**src/hw/rtl/assert_macros.svh**
```systemverilog
// Assertion helpers shared by the RTL.
`ifndef ASSERT_MACROS_SVH
`define ASSERT_MACROS_SVH

// Check a property on every rising edge of clk outside reset.
`define ASSERT_CLK(label, clk, rst, prop) \
  label: assert property (@(posedge clk) disable iff (rst) (prop)) \
    else $error("assertion failed");

// Check that an antecedent implies a consequent in the same cycle.
`define ASSERT_IMPLY(label, clk, rst, ante, cons) \
  label: assert property (@(posedge clk) disable iff (rst) (ante) |-> (cons)) \
    else $error("assertion failed");

`endif

```
**src/hw/rtl/dma_dtb_pkg.sv**
```systemverilog
// ----------------------------------------------------------------------------
// dma_dtb_pkg
// Types, constants and control store for the descriptor table builder.
// ----------------------------------------------------------------------------
package dma_dtb_pkg;

  localparam int MaxDescriptors = 16;
  localparam int NumWidth = $clog2(MaxDescriptors + 1);

  localparam int AddrWidth = 32;
  localparam int CountWidth = 16;
  localparam int BlockWidth = 13;
  localparam int BytesWidth = 17;
  localparam int LeftWidth = CountWidth + BlockWidth;

  localparam logic [BytesWidth-1:0] RegionMax = 17'h10000;
  localparam logic [BlockWidth-1:0] BlockBytesReset = 13'd512;

  typedef enum logic {
    REG_BLOCK_BYTES = 1'b0,
    REG_BUS_MASTER  = 1'b1
  } reg_index_t;

  typedef enum logic [2:0] {
    ST_OK        = 3'd0,
    ST_ODD       = 3'd1,
    ST_NO_MASTER = 3'd2,
    ST_ZERO      = 3'd3,
    ST_TOO_MANY  = 3'd4
  } status_t;

  typedef enum logic [2:0] {
    STEP_IDLE     = 3'd0,
    STEP_CHK_ODD  = 3'd1,
    STEP_CHK_BM   = 3'd2,
    STEP_CHK_ZERO = 3'd3,
    STEP_EMIT     = 3'd4
  } step_t;

  typedef enum logic [2:0] {
    COND_START = 3'd0,
    COND_ODD   = 3'd1,
    COND_NO_BM = 3'd2,
    COND_ZERO  = 3'd3,
    COND_FULL  = 3'd4
  } cond_t;

  typedef struct packed {
    cond_t   cond;
    logic    emit_err;
    status_t err;
    logic    load;
    logic    mul;
    logic    emit_desc;
    step_t   jump_true;
    step_t   jump_false;
    step_t   jump_last;
  } ctrl_t;

  function automatic ctrl_t ucode(step_t step);
    ctrl_t c;
    c = '{cond: COND_START, emit_err: 1'b0, err: ST_OK, load: 1'b0, mul: 1'b0,
          emit_desc: 1'b0, jump_true: STEP_IDLE, jump_false: STEP_IDLE,
          jump_last: STEP_IDLE};
    unique case (step)
      STEP_IDLE: begin
        c.cond = COND_START;
        c.load = 1'b1;
        c.jump_true = STEP_CHK_ODD;
        c.jump_false = STEP_IDLE;
      end
      STEP_CHK_ODD: begin
        c.cond = COND_ODD;
        c.emit_err = 1'b1;
        c.err = ST_ODD;
        c.mul = 1'b1;
        c.jump_false = STEP_CHK_BM;
      end
      STEP_CHK_BM: begin
        c.cond = COND_NO_BM;
        c.emit_err = 1'b1;
        c.err = ST_NO_MASTER;
        c.jump_false = STEP_CHK_ZERO;
      end
      STEP_CHK_ZERO: begin
        c.cond = COND_ZERO;
        c.emit_err = 1'b1;
        c.err = ST_ZERO;
        c.jump_false = STEP_EMIT;
      end
      STEP_EMIT: begin
        c.cond = COND_FULL;
        c.emit_err = 1'b1;
        c.err = ST_TOO_MANY;
        c.emit_desc = 1'b1;
        c.jump_false = STEP_EMIT;
        c.jump_last = STEP_IDLE;
      end
      default: begin
        c.jump_true = STEP_IDLE;
      end
    endcase
    return c;
  endfunction

endpackage

```
**src/hw/rtl/dma_descriptor_table_builder_unit.sv**
```systemverilog
// ----------------------------------------------------------------------------
// dma_descriptor_table_builder_unit
// Splits a block transfer into 64 KiB-bounded region descriptors.
// ----------------------------------------------------------------------------
// Sequence: after accept the control sequencer checks for an odd address,
//   then a missing bus master, then zero length; a failing check ends the
//   run with its error beat. It then emits descriptors until the last one
//   or the too-many error, one step per cycle; start is taken only in idle.
// Reset: registers return to block_bytes 512, bus master absent, idle.
// Results are one-cycle strobed beats; the receiver cannot stall.
module dma_descriptor_table_builder_unit (
  input  logic        clk,
  input  logic        rst,
  input  logic        cfg_we,
  input  logic        cfg_index,
  input  logic [12:0] cfg_data,
  input  logic        start,
  output logic        busy,
  input  logic [31:0] buffer_addr,
  input  logic [15:0] block_count,
  input  logic        write_dir,
  output logic        result_valid,
  output logic [31:0] desc_addr,
  output logic [16:0] desc_bytes,
  output logic        table_end,
  output logic        memory_write,
  output logic [2:0]  status,
  output logic        run_last
);

  `include "assert_macros.svh"

  localparam int AW = dma_dtb_pkg::AddrWidth;
  localparam int CW = dma_dtb_pkg::CountWidth;
  localparam int BW = dma_dtb_pkg::BlockWidth;
  localparam int YW = dma_dtb_pkg::BytesWidth;
  localparam int LW = dma_dtb_pkg::LeftWidth;
  localparam int NW = dma_dtb_pkg::NumWidth;

  logic [BW-1:0] block_bytes;
  logic          bus_master_present;

  dma_dtb_pkg::step_t step, step_next;
  dma_dtb_pkg::ctrl_t ctrl;

  logic [AW-1:0] addr, addr_next;
  logic [CW-1:0] count, count_next;
  logic [LW-1:0] left, left_next;
  logic [NW-1:0] num, num_next;
  logic          mem_wr, mem_wr_next;

  logic          cond_true;
  logic [YW-1:0] room;
  logic [YW-1:0] chunk;
  logic          last;

  logic                valid_next;
  logic [AW-1:0]       out_addr_next;
  logic [YW-1:0]       out_bytes_next;
  logic                out_end_next;
  logic                out_mw_next;
  dma_dtb_pkg::status_t out_status_next;
  logic                out_last_next;

  always_ff @(posedge clk) begin
    if (rst) begin
      block_bytes <= dma_dtb_pkg::BlockBytesReset;
      bus_master_present <= 1'b0;
    end else if (cfg_we) begin
      unique case (dma_dtb_pkg::reg_index_t'(cfg_index))
        dma_dtb_pkg::REG_BLOCK_BYTES: block_bytes <= cfg_data;
        dma_dtb_pkg::REG_BUS_MASTER: bus_master_present <= cfg_data[0];
        default: block_bytes <= block_bytes;
      endcase
    end
  end

  assign ctrl = dma_dtb_pkg::ucode(step);
  assign busy = (step != dma_dtb_pkg::STEP_IDLE);

  assign room = dma_dtb_pkg::RegionMax - {1'b0, addr[15:0]};
  assign chunk = (left < LW'(room)) ? left[YW-1:0] : room;
  assign last = (left == LW'(chunk));

  always_comb begin
    unique case (ctrl.cond)
      dma_dtb_pkg::COND_START: cond_true = start;
      dma_dtb_pkg::COND_ODD:   cond_true = addr[0];
      dma_dtb_pkg::COND_NO_BM: cond_true = !bus_master_present;
      dma_dtb_pkg::COND_ZERO:  cond_true = (left == '0);
      dma_dtb_pkg::COND_FULL:  cond_true = (num == NW'(dma_dtb_pkg::MaxDescriptors));
      default:                 cond_true = 1'b0;
    endcase
  end

  always_comb begin
    step_next = step;
    addr_next = addr;
    count_next = count;
    left_next = left;
    num_next = num;
    mem_wr_next = mem_wr;
    valid_next = 1'b0;
    out_addr_next = '0;
    out_bytes_next = '0;
    out_end_next = 1'b0;
    out_mw_next = 1'b0;
    out_status_next = dma_dtb_pkg::ST_OK;
    out_last_next = 1'b0;

    if (ctrl.mul) begin
      left_next = LW'(count) * LW'(block_bytes);
    end

    if (cond_true) begin
      step_next = ctrl.jump_true;
      if (ctrl.load) begin
        addr_next = buffer_addr;
        count_next = block_count;
        mem_wr_next = !write_dir;
        num_next = '0;
      end
      if (ctrl.emit_err) begin
        valid_next = 1'b1;
        out_status_next = ctrl.err;
        out_last_next = 1'b1;
      end
    end else begin
      step_next = ctrl.jump_false;
      if (ctrl.emit_desc) begin
        valid_next = 1'b1;
        out_addr_next = addr;
        out_bytes_next = chunk;
        out_end_next = last;
        out_mw_next = mem_wr;
        out_last_next = last;
        addr_next = addr + AW'(chunk);
        left_next = left - LW'(chunk);
        num_next = num + NW'(1);
        if (last) begin
          step_next = ctrl.jump_last;
        end
      end
    end
  end

  always_ff @(posedge clk) begin
    if (rst) begin
      step <= dma_dtb_pkg::STEP_IDLE;
      result_valid <= 1'b0;
    end else begin
      step <= step_next;
      result_valid <= valid_next;
    end
  end

  always_ff @(posedge clk) begin
    addr <= addr_next;
    count <= count_next;
    left <= left_next;
    num <= num_next;
    mem_wr <= mem_wr_next;
    desc_addr <= out_addr_next;
    desc_bytes <= out_bytes_next;
    table_end <= out_end_next;
    memory_write <= out_mw_next;
    status <= out_status_next;
    run_last <= out_last_next;
  end

  `ASSERT_IMPLY(a_err_ends_run, clk, rst,
    result_valid && (status != dma_dtb_pkg::ST_OK), run_last)
  `ASSERT_IMPLY(a_end_is_ok_last, clk, rst,
    result_valid && table_end, run_last && (status == dma_dtb_pkg::ST_OK))
  `ASSERT_CLK(a_num_bounded, clk, rst,
    !busy || (num <= NW'(dma_dtb_pkg::MaxDescriptors)))
  `ASSERT_IMPLY(a_busy_from_start, clk, rst,
    $rose(busy), $past(start))

endmodule
```
**config.mk**
```make
export PLATFORM = sky130hd
export DESIGN_NAME = dma_descriptor_table_builder_unit
export DESIGN_NICKNAME = d
export VERILOG_FILES = /design/src/hw/rtl/dma_dtb_pkg.sv /design/src/hw/rtl/dma_descriptor_table_builder_unit.sv
export VERILOG_INCLUDE_DIRS = /design/src /design/src/hw/rtl
export SDC_FILE = /design/constraint.sdc
export NUM_CORES = 1
export LEC_CHECK = 0
export BUFFER_PORTS_ARGS = -buffer_cell sky130_fd_sc_hd__buf_2
export CAP_MARGIN = 20
export CORE_ASPECT_RATIO = 1.75
export CORE_UTILIZATION = 50
export CTS_CLUSTER_DIAMETER = 50
export DETAILED_ROUTE_END_ITERATION = 6
export PLACE_DENSITY = 0.69
export SYNTH_ARGS = -nofsm -noshare
export SYNTH_HDL_FRONTEND = slang
export SYNTH_SLANG_ARGS = --single-unit
```
**constraint.sdc**
```tcl
create_clock -name clk -period 15.1 [get_ports clk]
set_clock_uncertainty 0.05 [all_clocks]
set_input_delay 1.51 -clock clk [delete_from_list [all_inputs] [get_ports clk]]
set_output_delay 1.51 -clock clk [all_outputs]
set_load 0.1 [all_outputs]
```
After elaboration in Yosys (flattened, before gate mapping)
Cells that the tools add are included.
Word-level totals
  input port bits: 67
  word-level logic and storage cells: 74
  output and inout port bits: 57
  register bits after elaboration: 156
Cells by class
  reduce and logical (&&, ||, !) cells: 14
  multiply operators: 1
  equality and inequality tests: 11
  bitwise gates (word level): 2
  mux-type cells: 26
  $lt $le $gt $ge: 1
  add/sub/neg operators: 4
Operator list (number)
  2-to-1 mux 32 bit: 3
  2-to-1 mux 29 bit: 3
  adder 32 x 17 -> 32 bit: 1
  equality test 29 x 17 -> 1 bit: 1
  zero test 29 bit: 1
  less-than comparator 29 x 17 -> 1 bit: 1
  multiplier 16 x 13 -> 29 bit: 1
  subtractor 29 x 17 -> 29 bit: 1
  2-to-1 mux 17 bit: 1
  subtractor 17 x 16 -> 17 bit, first input constant: 1
  one-hot mux 4 bit (4 select lines): 1
  2-to-1 mux 5 bit: 3
  equality test 3 x 2 -> 1 bit, second input constant: 4
  one-hot mux 3 bit (4 select lines): 1
  AND reduction 2 bit: 5
  2-to-1 mux 1 bit: 9
  2-to-1 mux 3 bit: 3
  one-hot mux 3 bit (3 select lines): 1
  equality test 3 x 1 -> 1 bit, second input constant: 2
  equality test 3 bit, second input constant: 2
  zero test 3 bit: 2
  adder 5 x 1 -> 5 bit, second input constant: 1
  equality test 5 bit, second input constant: 1
  one-hot mux 1 bit (5 select lines): 1
  other kinds (6): 9

Longest topological paths before layout
  depth after elaboration: 7
  gate-level depth with buffers: 28
  mapped depth without buffers: 28

Worst setup path after synthesis
No wires, ideal clock.
  path kind: register -> register
  start: register addr[2]
  end: register addr[27], data pin
  stages on the path, launching flop included: 27
  required time: 14.790 ns
  setup slack: 8.872 ns
  setup time: 0.260 ns
  clock period less this slack: 6.228 ns
  buffers on the path: 1
  arrival time: 5.918 ns
  cells stage by stage: edfxtp_1 -> nor3_1 -> nor3b_1 -> nand3b_1 -> nor3_1 -> or3b_2 -> xor2_1 -> inv_1 -> ha_1 -> nand4_1 -> nor2_1 -> a21oi_1 -> and3_1 -> nand3b_1 -> o21ai_4 -> buf_8 -> mux2i_1 -> inv_1 -> ha_1 -> a21o_1 -> nand4_1 -> a31oi_1 -> o41ai_1 -> a211oi_1 -> o311ai_0 -> xnor2_1 -> mux2_2
Between the ends
  cells in the longest elaborated chain, start to end: 6
RTL lines
  start: declaration: line dma_descriptor_table_builder_unit.sv:46  | logic [AW-1:0] addr, addr_next;
  start signal: assignment: line dma_descriptor_table_builder_unit.sv:158  | addr <= addr_next;
  subtractor 17 x 16 -> 17 bit: line dma_descriptor_table_builder_unit.sv:81  | assign room = dma_dtb_pkg::RegionMax - {1'b0, addr[15:0]};
  less-than comparator 29 x 17 -> 1 bit: line dma_descriptor_table_builder_unit.sv:82  | assign chunk = (left < LW'(room)) ? left[YW-1:0] : room;
  2-to-1 mux 17 bit: line dma_descriptor_table_builder_unit.sv:82
  net chunk[1]: line dma_descriptor_table_builder_unit.sv:54  | logic [YW-1:0] chunk;
  adder 32 x 17 -> 32 bit: line dma_descriptor_table_builder_unit.sv:137  | addr_next = addr + AW'(chunk);
  2-to-1 mux 32 bit: line dma_descriptor_table_builder_unit.sv:130  | if (ctrl.emit_desc) begin
  2-to-1 mux 32 bit: line dma_descriptor_table_builder_unit.sv:115  | if (cond_true) begin
  net addr_next[27]: line dma_descriptor_table_builder_unit.sv:46
The timed path passes the listed nets, and every way through them passes these cells. The select of a mux whose other input is x is not followed.
A chain may end at the register's enable or synchronous reset.

Worst setup path in the final report
  start: register addr[2]
  end: register left[26]
Between the ends
  cells in the longest elaborated chain, start to end: 6
RTL lines
  subtractor 17 x 16 -> 17 bit: line dma_descriptor_table_builder_unit.sv:81
  less-than comparator 29 x 17 -> 1 bit: line dma_descriptor_table_builder_unit.sv:82
  2-to-1 mux 17 bit: line dma_descriptor_table_builder_unit.sv:82
  net chunk[0]: line dma_descriptor_table_builder_unit.sv:54
  subtractor 29 x 17 -> 29 bit: line dma_descriptor_table_builder_unit.sv:138  | left_next = left - LW'(chunk);
  2-to-1 mux 29 bit: line dma_descriptor_table_builder_unit.sv:130
  2-to-1 mux 29 bit: line dma_descriptor_table_builder_unit.sv:115
  net left_next[26]: line dma_descriptor_table_builder_unit.sv:48  | logic [LW-1:0] left, left_next;
  end signal: assignment: line dma_descriptor_table_builder_unit.sv:160  | left <= left_next;
  end: declaration: line dma_descriptor_table_builder_unit.sv:48
The timed path passes the listed nets, and every way through them passes these cells.

==> results.ini <==
[sta]
rsz0062_at_grt = no
timing.final.crit_share_pct = 50.4
report.final.slew_viol_count = 0
fin_worst_hold_slack_ns = 0.399
final.min_clock_period_ns = 7.60
finalSetupViolCount = 0
timing_worst_slew_pin_value_ns = 0.971
max_freq_ghz = 0.132
fin_setup_tns_ns = 0
report.final.hold_viol_count = 0
max_slew_margin_pct = 35.3

[logic_synthesis]
synth_top_cell_by_area = sky130_fd_sc_hd__fa_1
yosys_warnings = 0
syn_avg_cell_area_um2 = 8.77
synth-adder-area-share_pct = 31.2
post_synthesis_cell_area_um2 = 15100
share_of_cell_area_taken_by_muxes_after_synthesis_pct = 1.56
seq_area_frac_synth_pct = 24.3
post_synth_edffs = 54
synth_fp_nets = 2069
netlist-cell-type-count = 66
synthesis.instances = 1719
synth_xor_xnor_area_share_pct = 4.30
synth_simple_gate_area_share_pct = 18.7
yosysMostFrequentCell = sky130_fd_sc_hd__inv_1
ys_async_sr_fraction_pct = 0
synth_top_flop_cell = sky130_fd_sc_hd__dfxtp_1
yosys-top-cells-area = sky130_fd_sc_hd__fa_1, sky130_fd_sc_hd__dfxtp_1, sky130_fd_sc_hd__edfxtp_1
yosysTopAreaCellShare_pct = 20.7
main_combinational_cell_family_by_area_after_synthesis = adder cells
synthTopCellsByCount = sky130_fd_sc_hd__inv_1, sky130_fd_sc_hd__nand2_1, sky130_fd_sc_hd__fa_1, sky130_fd_sc_hd__and2_1, sky130_fd_sc_hd__ha_1
synth_compound_area_share_pct = 11.6
yosys_register_bits = 156

[final_layout]
diodes = 0
filler_free_cell_count_of_the_finished_design = 2197
layout_cell_share_with_drive_strength_beyond_1_pct = 10.0
areaGrowthSynthToFinish_pct = 9.94
filler_cell_count = 2736
fin_nets = 2152

[setup_path]
req_time_crit_path_ns = 15.41
worst-path-max-fanout = 17
type_of_element_capturing_the_critical_path = flip-flop
path_class = reg -> reg
cp_data_arrival_time_ns = 7.91
worst_setup_path_start_kind = flip-flop

[power_and_ir_drop]
worst_ir_drop_vdd_uv = 154
power.density_nw_per_um2 = 185
power.leakage_nw = 7.85

[clock_network]
clk_latency_ns = 0.44
library_cell_used_as_clock_root_buffer = sky130_fd_sc_hd__clkbuf_16
cts-resized-gates = 0
htreeDepth = 4
clk_pin_slew_ns = 0.07
cts_tree = yes
cts_setup_buffers = 0
cts_inserted_buffers = 17
clk_path_buf_depth = 2
cts_num_sinks = 156
cts.hold.buffers_added = 0

[global_routing]
vias_in_the_first_global_route = 12900
grt_usage_pct = 25.6
pin_count_of_the_biggest_net_entering_global_routing = 52
global_route.overflow_total = 0
use_met1_pct = 25.8
antenna_violations_before_repair = 0
grtUsageMet2_pct = 49.1
met3_usage_pct = 3.30
grt-busiest-layer = met2
grt_first_pass_wirelength_um = 62100

[die]
floorplan.die.width_um = 133
core_area_um2 = 29500
start_util_pct = 51.1
ioPinCount = 124
die-area_um2 = 30900
rows = 83
fp.dieH_um = 232

[drt]
drt_iter0_drc = 426
drc = 0
vias = 12200
route.detailed.wl_per_inst_um = 17.1
route.detailed.vias_per_inst = 5.54
antenna_left = 0
firstDrtPassIters = 5
totalWireLength_um = 37500

[placed_design]
dp_cells = 2165
globalplace.congestion = 0.871
number_of_buffers_inserted_by_port_buffering = 123
dp_hpwl_um = 29700

[run]
maxCapViolations = 0

[min_path]
worst_hold_path_type = reg -> reg

[status]
outcome = finished clean

[per-layer routing]
metal  up-vias  wire length [um]
met5         -                 0
met4         0              2070
met3       132              1070
met2       277             20500
met1      5990             13800
li1       5775                 -
[cells in the final DEF, fill, tap and decap left out, types with 21 or more instances in the layout]
cell type / synthesis / layout
sky130_fd_sc_hd__a21oi_1: 77 / 77
sky130_fd_sc_hd__and2_1: 129 / 129
sky130_fd_sc_hd__buf_2: 2 / 123
sky130_fd_sc_hd__dfxtp_1: 102 / 102
sky130_fd_sc_hd__edfxtp_1: 54 / 54
sky130_fd_sc_hd__fa_1: 156 / 156
sky130_fd_sc_hd__ha_1: 127 / 127
sky130_fd_sc_hd__inv_1: 267 / 267
sky130_fd_sc_hd__nand2_1: 226 / 225
sky130_fd_sc_hd__nand3_1: 22 / 21
sky130_fd_sc_hd__nor2_1: 88 / 87
sky130_fd_sc_hd__o21ai_0: 73 / 72
sky130_fd_sc_hd__xnor2_1: 40 / 40
sky130_fd_sc_hd__xor2_1: 34 / 34
[worst max-delay path, cell delays in order (launching register included)]
cell	delay [ns]
sky130_fd_sc_hd__edfxtp_1	0.48
sky130_fd_sc_hd__nor3_1	0.34
sky130_fd_sc_hd__nor3b_1	0.51
sky130_fd_sc_hd__nand3b_1	0.22
sky130_fd_sc_hd__nor3_1	0.26
sky130_fd_sc_hd__or3b_2	0.48
sky130_fd_sc_hd__xor2_1	0.18
sky130_fd_sc_hd__inv_1	0.07
sky130_fd_sc_hd__ha_1	0.29
sky130_fd_sc_hd__nand4_1	0.09
sky130_fd_sc_hd__nor2_1	0.06
sky130_fd_sc_hd__a21oi_1	0.13
sky130_fd_sc_hd__and3_1	0.18
sky130_fd_sc_hd__nand3b_1	0.12
sky130_fd_sc_hd__o21ai_4	0.60
sky130_fd_sc_hd__mux2i_1	0.35
sky130_fd_sc_hd__ha_1	0.21
sky130_fd_sc_hd__inv_1	0.06
sky130_fd_sc_hd__fa_1	0.44
sky130_fd_sc_hd__a21oi_1	0.21
sky130_fd_sc_hd__o22ai_1	0.15
sky130_fd_sc_hd__o21ai_0	0.33
sky130_fd_sc_hd__a311oi_1	0.22
sky130_fd_sc_hd__o41ai_1	0.69
sky130_fd_sc_hd__nand2_1	0.24
sky130_fd_sc_hd__or4_1	0.44
sky130_fd_sc_hd__o211ai_1	0.11
[per-stage QoR]
step | instance area (um2) | power (mW) | setup WS, ns | util, %
final | 16600 | 3.07 | 7.50 | 56.2
after global routing | 16600 | 3.35 | 6.78 | 56.2
after CTS | 16600 | 3.08 | 7.47 | 56.2
after detailed placement | 16000 | 2.62 | 7.51 | 54.2
after global placement | 16000 | 2.58 | 7.64 | 54.2
after floorplan | 15100 | 2.16 | 8.87 | -
[layout make-up]
type / count / area, um2 / area share [%]
multi-input combinational: 1230 / 10200 / 61.4
sequential: 156 / 3660 / 22.1
inverter: 267 / 1000 / 6.04
timing repair buffer: 130 / 668 / 4.03
tap: 382 / 478 / 2.88
clock buffer: 20 / 458 / 2.76
clock inverter: 12 / 130 / 0.785
[report_power, final]
| group | switching [mW] | internal (mW) |
|---|---|---|
| logic | 1.11 | 0.753 |
| registers | 0.179 | 0.596 |
| clock network | 0.192 | 0.242 |
[worst paths after layout]
check | from | end | slack, ns | depth (start not counted)
setup / recovery | addr[2] | left[26] | 7.50 | 26
hold / removal | mem_wr | memory_write | 0.40 | 1
setup reg to reg | addr[2] | left[26] | 7.50 | 26
hold reg to reg | mem_wr | memory_write | 0.40 | 1
[flip-flops by register name, summed over array words and instances (netlist names), 3 cells and up]
name         cells
status           3
block_bytes     13
desc_addr       32
num              5
step             3
desc_bytes      17
addr            32
count           16
left            29
[logic make-up (layout without fill, tap and decap cells)]
| family | after synthesis | in the layout |
|---|---|---|
| adder cells (fa/ha/maj) | 283 | 283 |
| buffers and inverters | 333 | 429 |
| flip-flops | 156 | 156 |
| AO/OA/AOI/OAI | 276 | 276 |
| AND/OR/NAND/NOR | 574 | 574 |
| XOR/XNOR | 74 | 74 |
| multiplexers | 23 | 23 |
(Power assumes the default switching activity.)
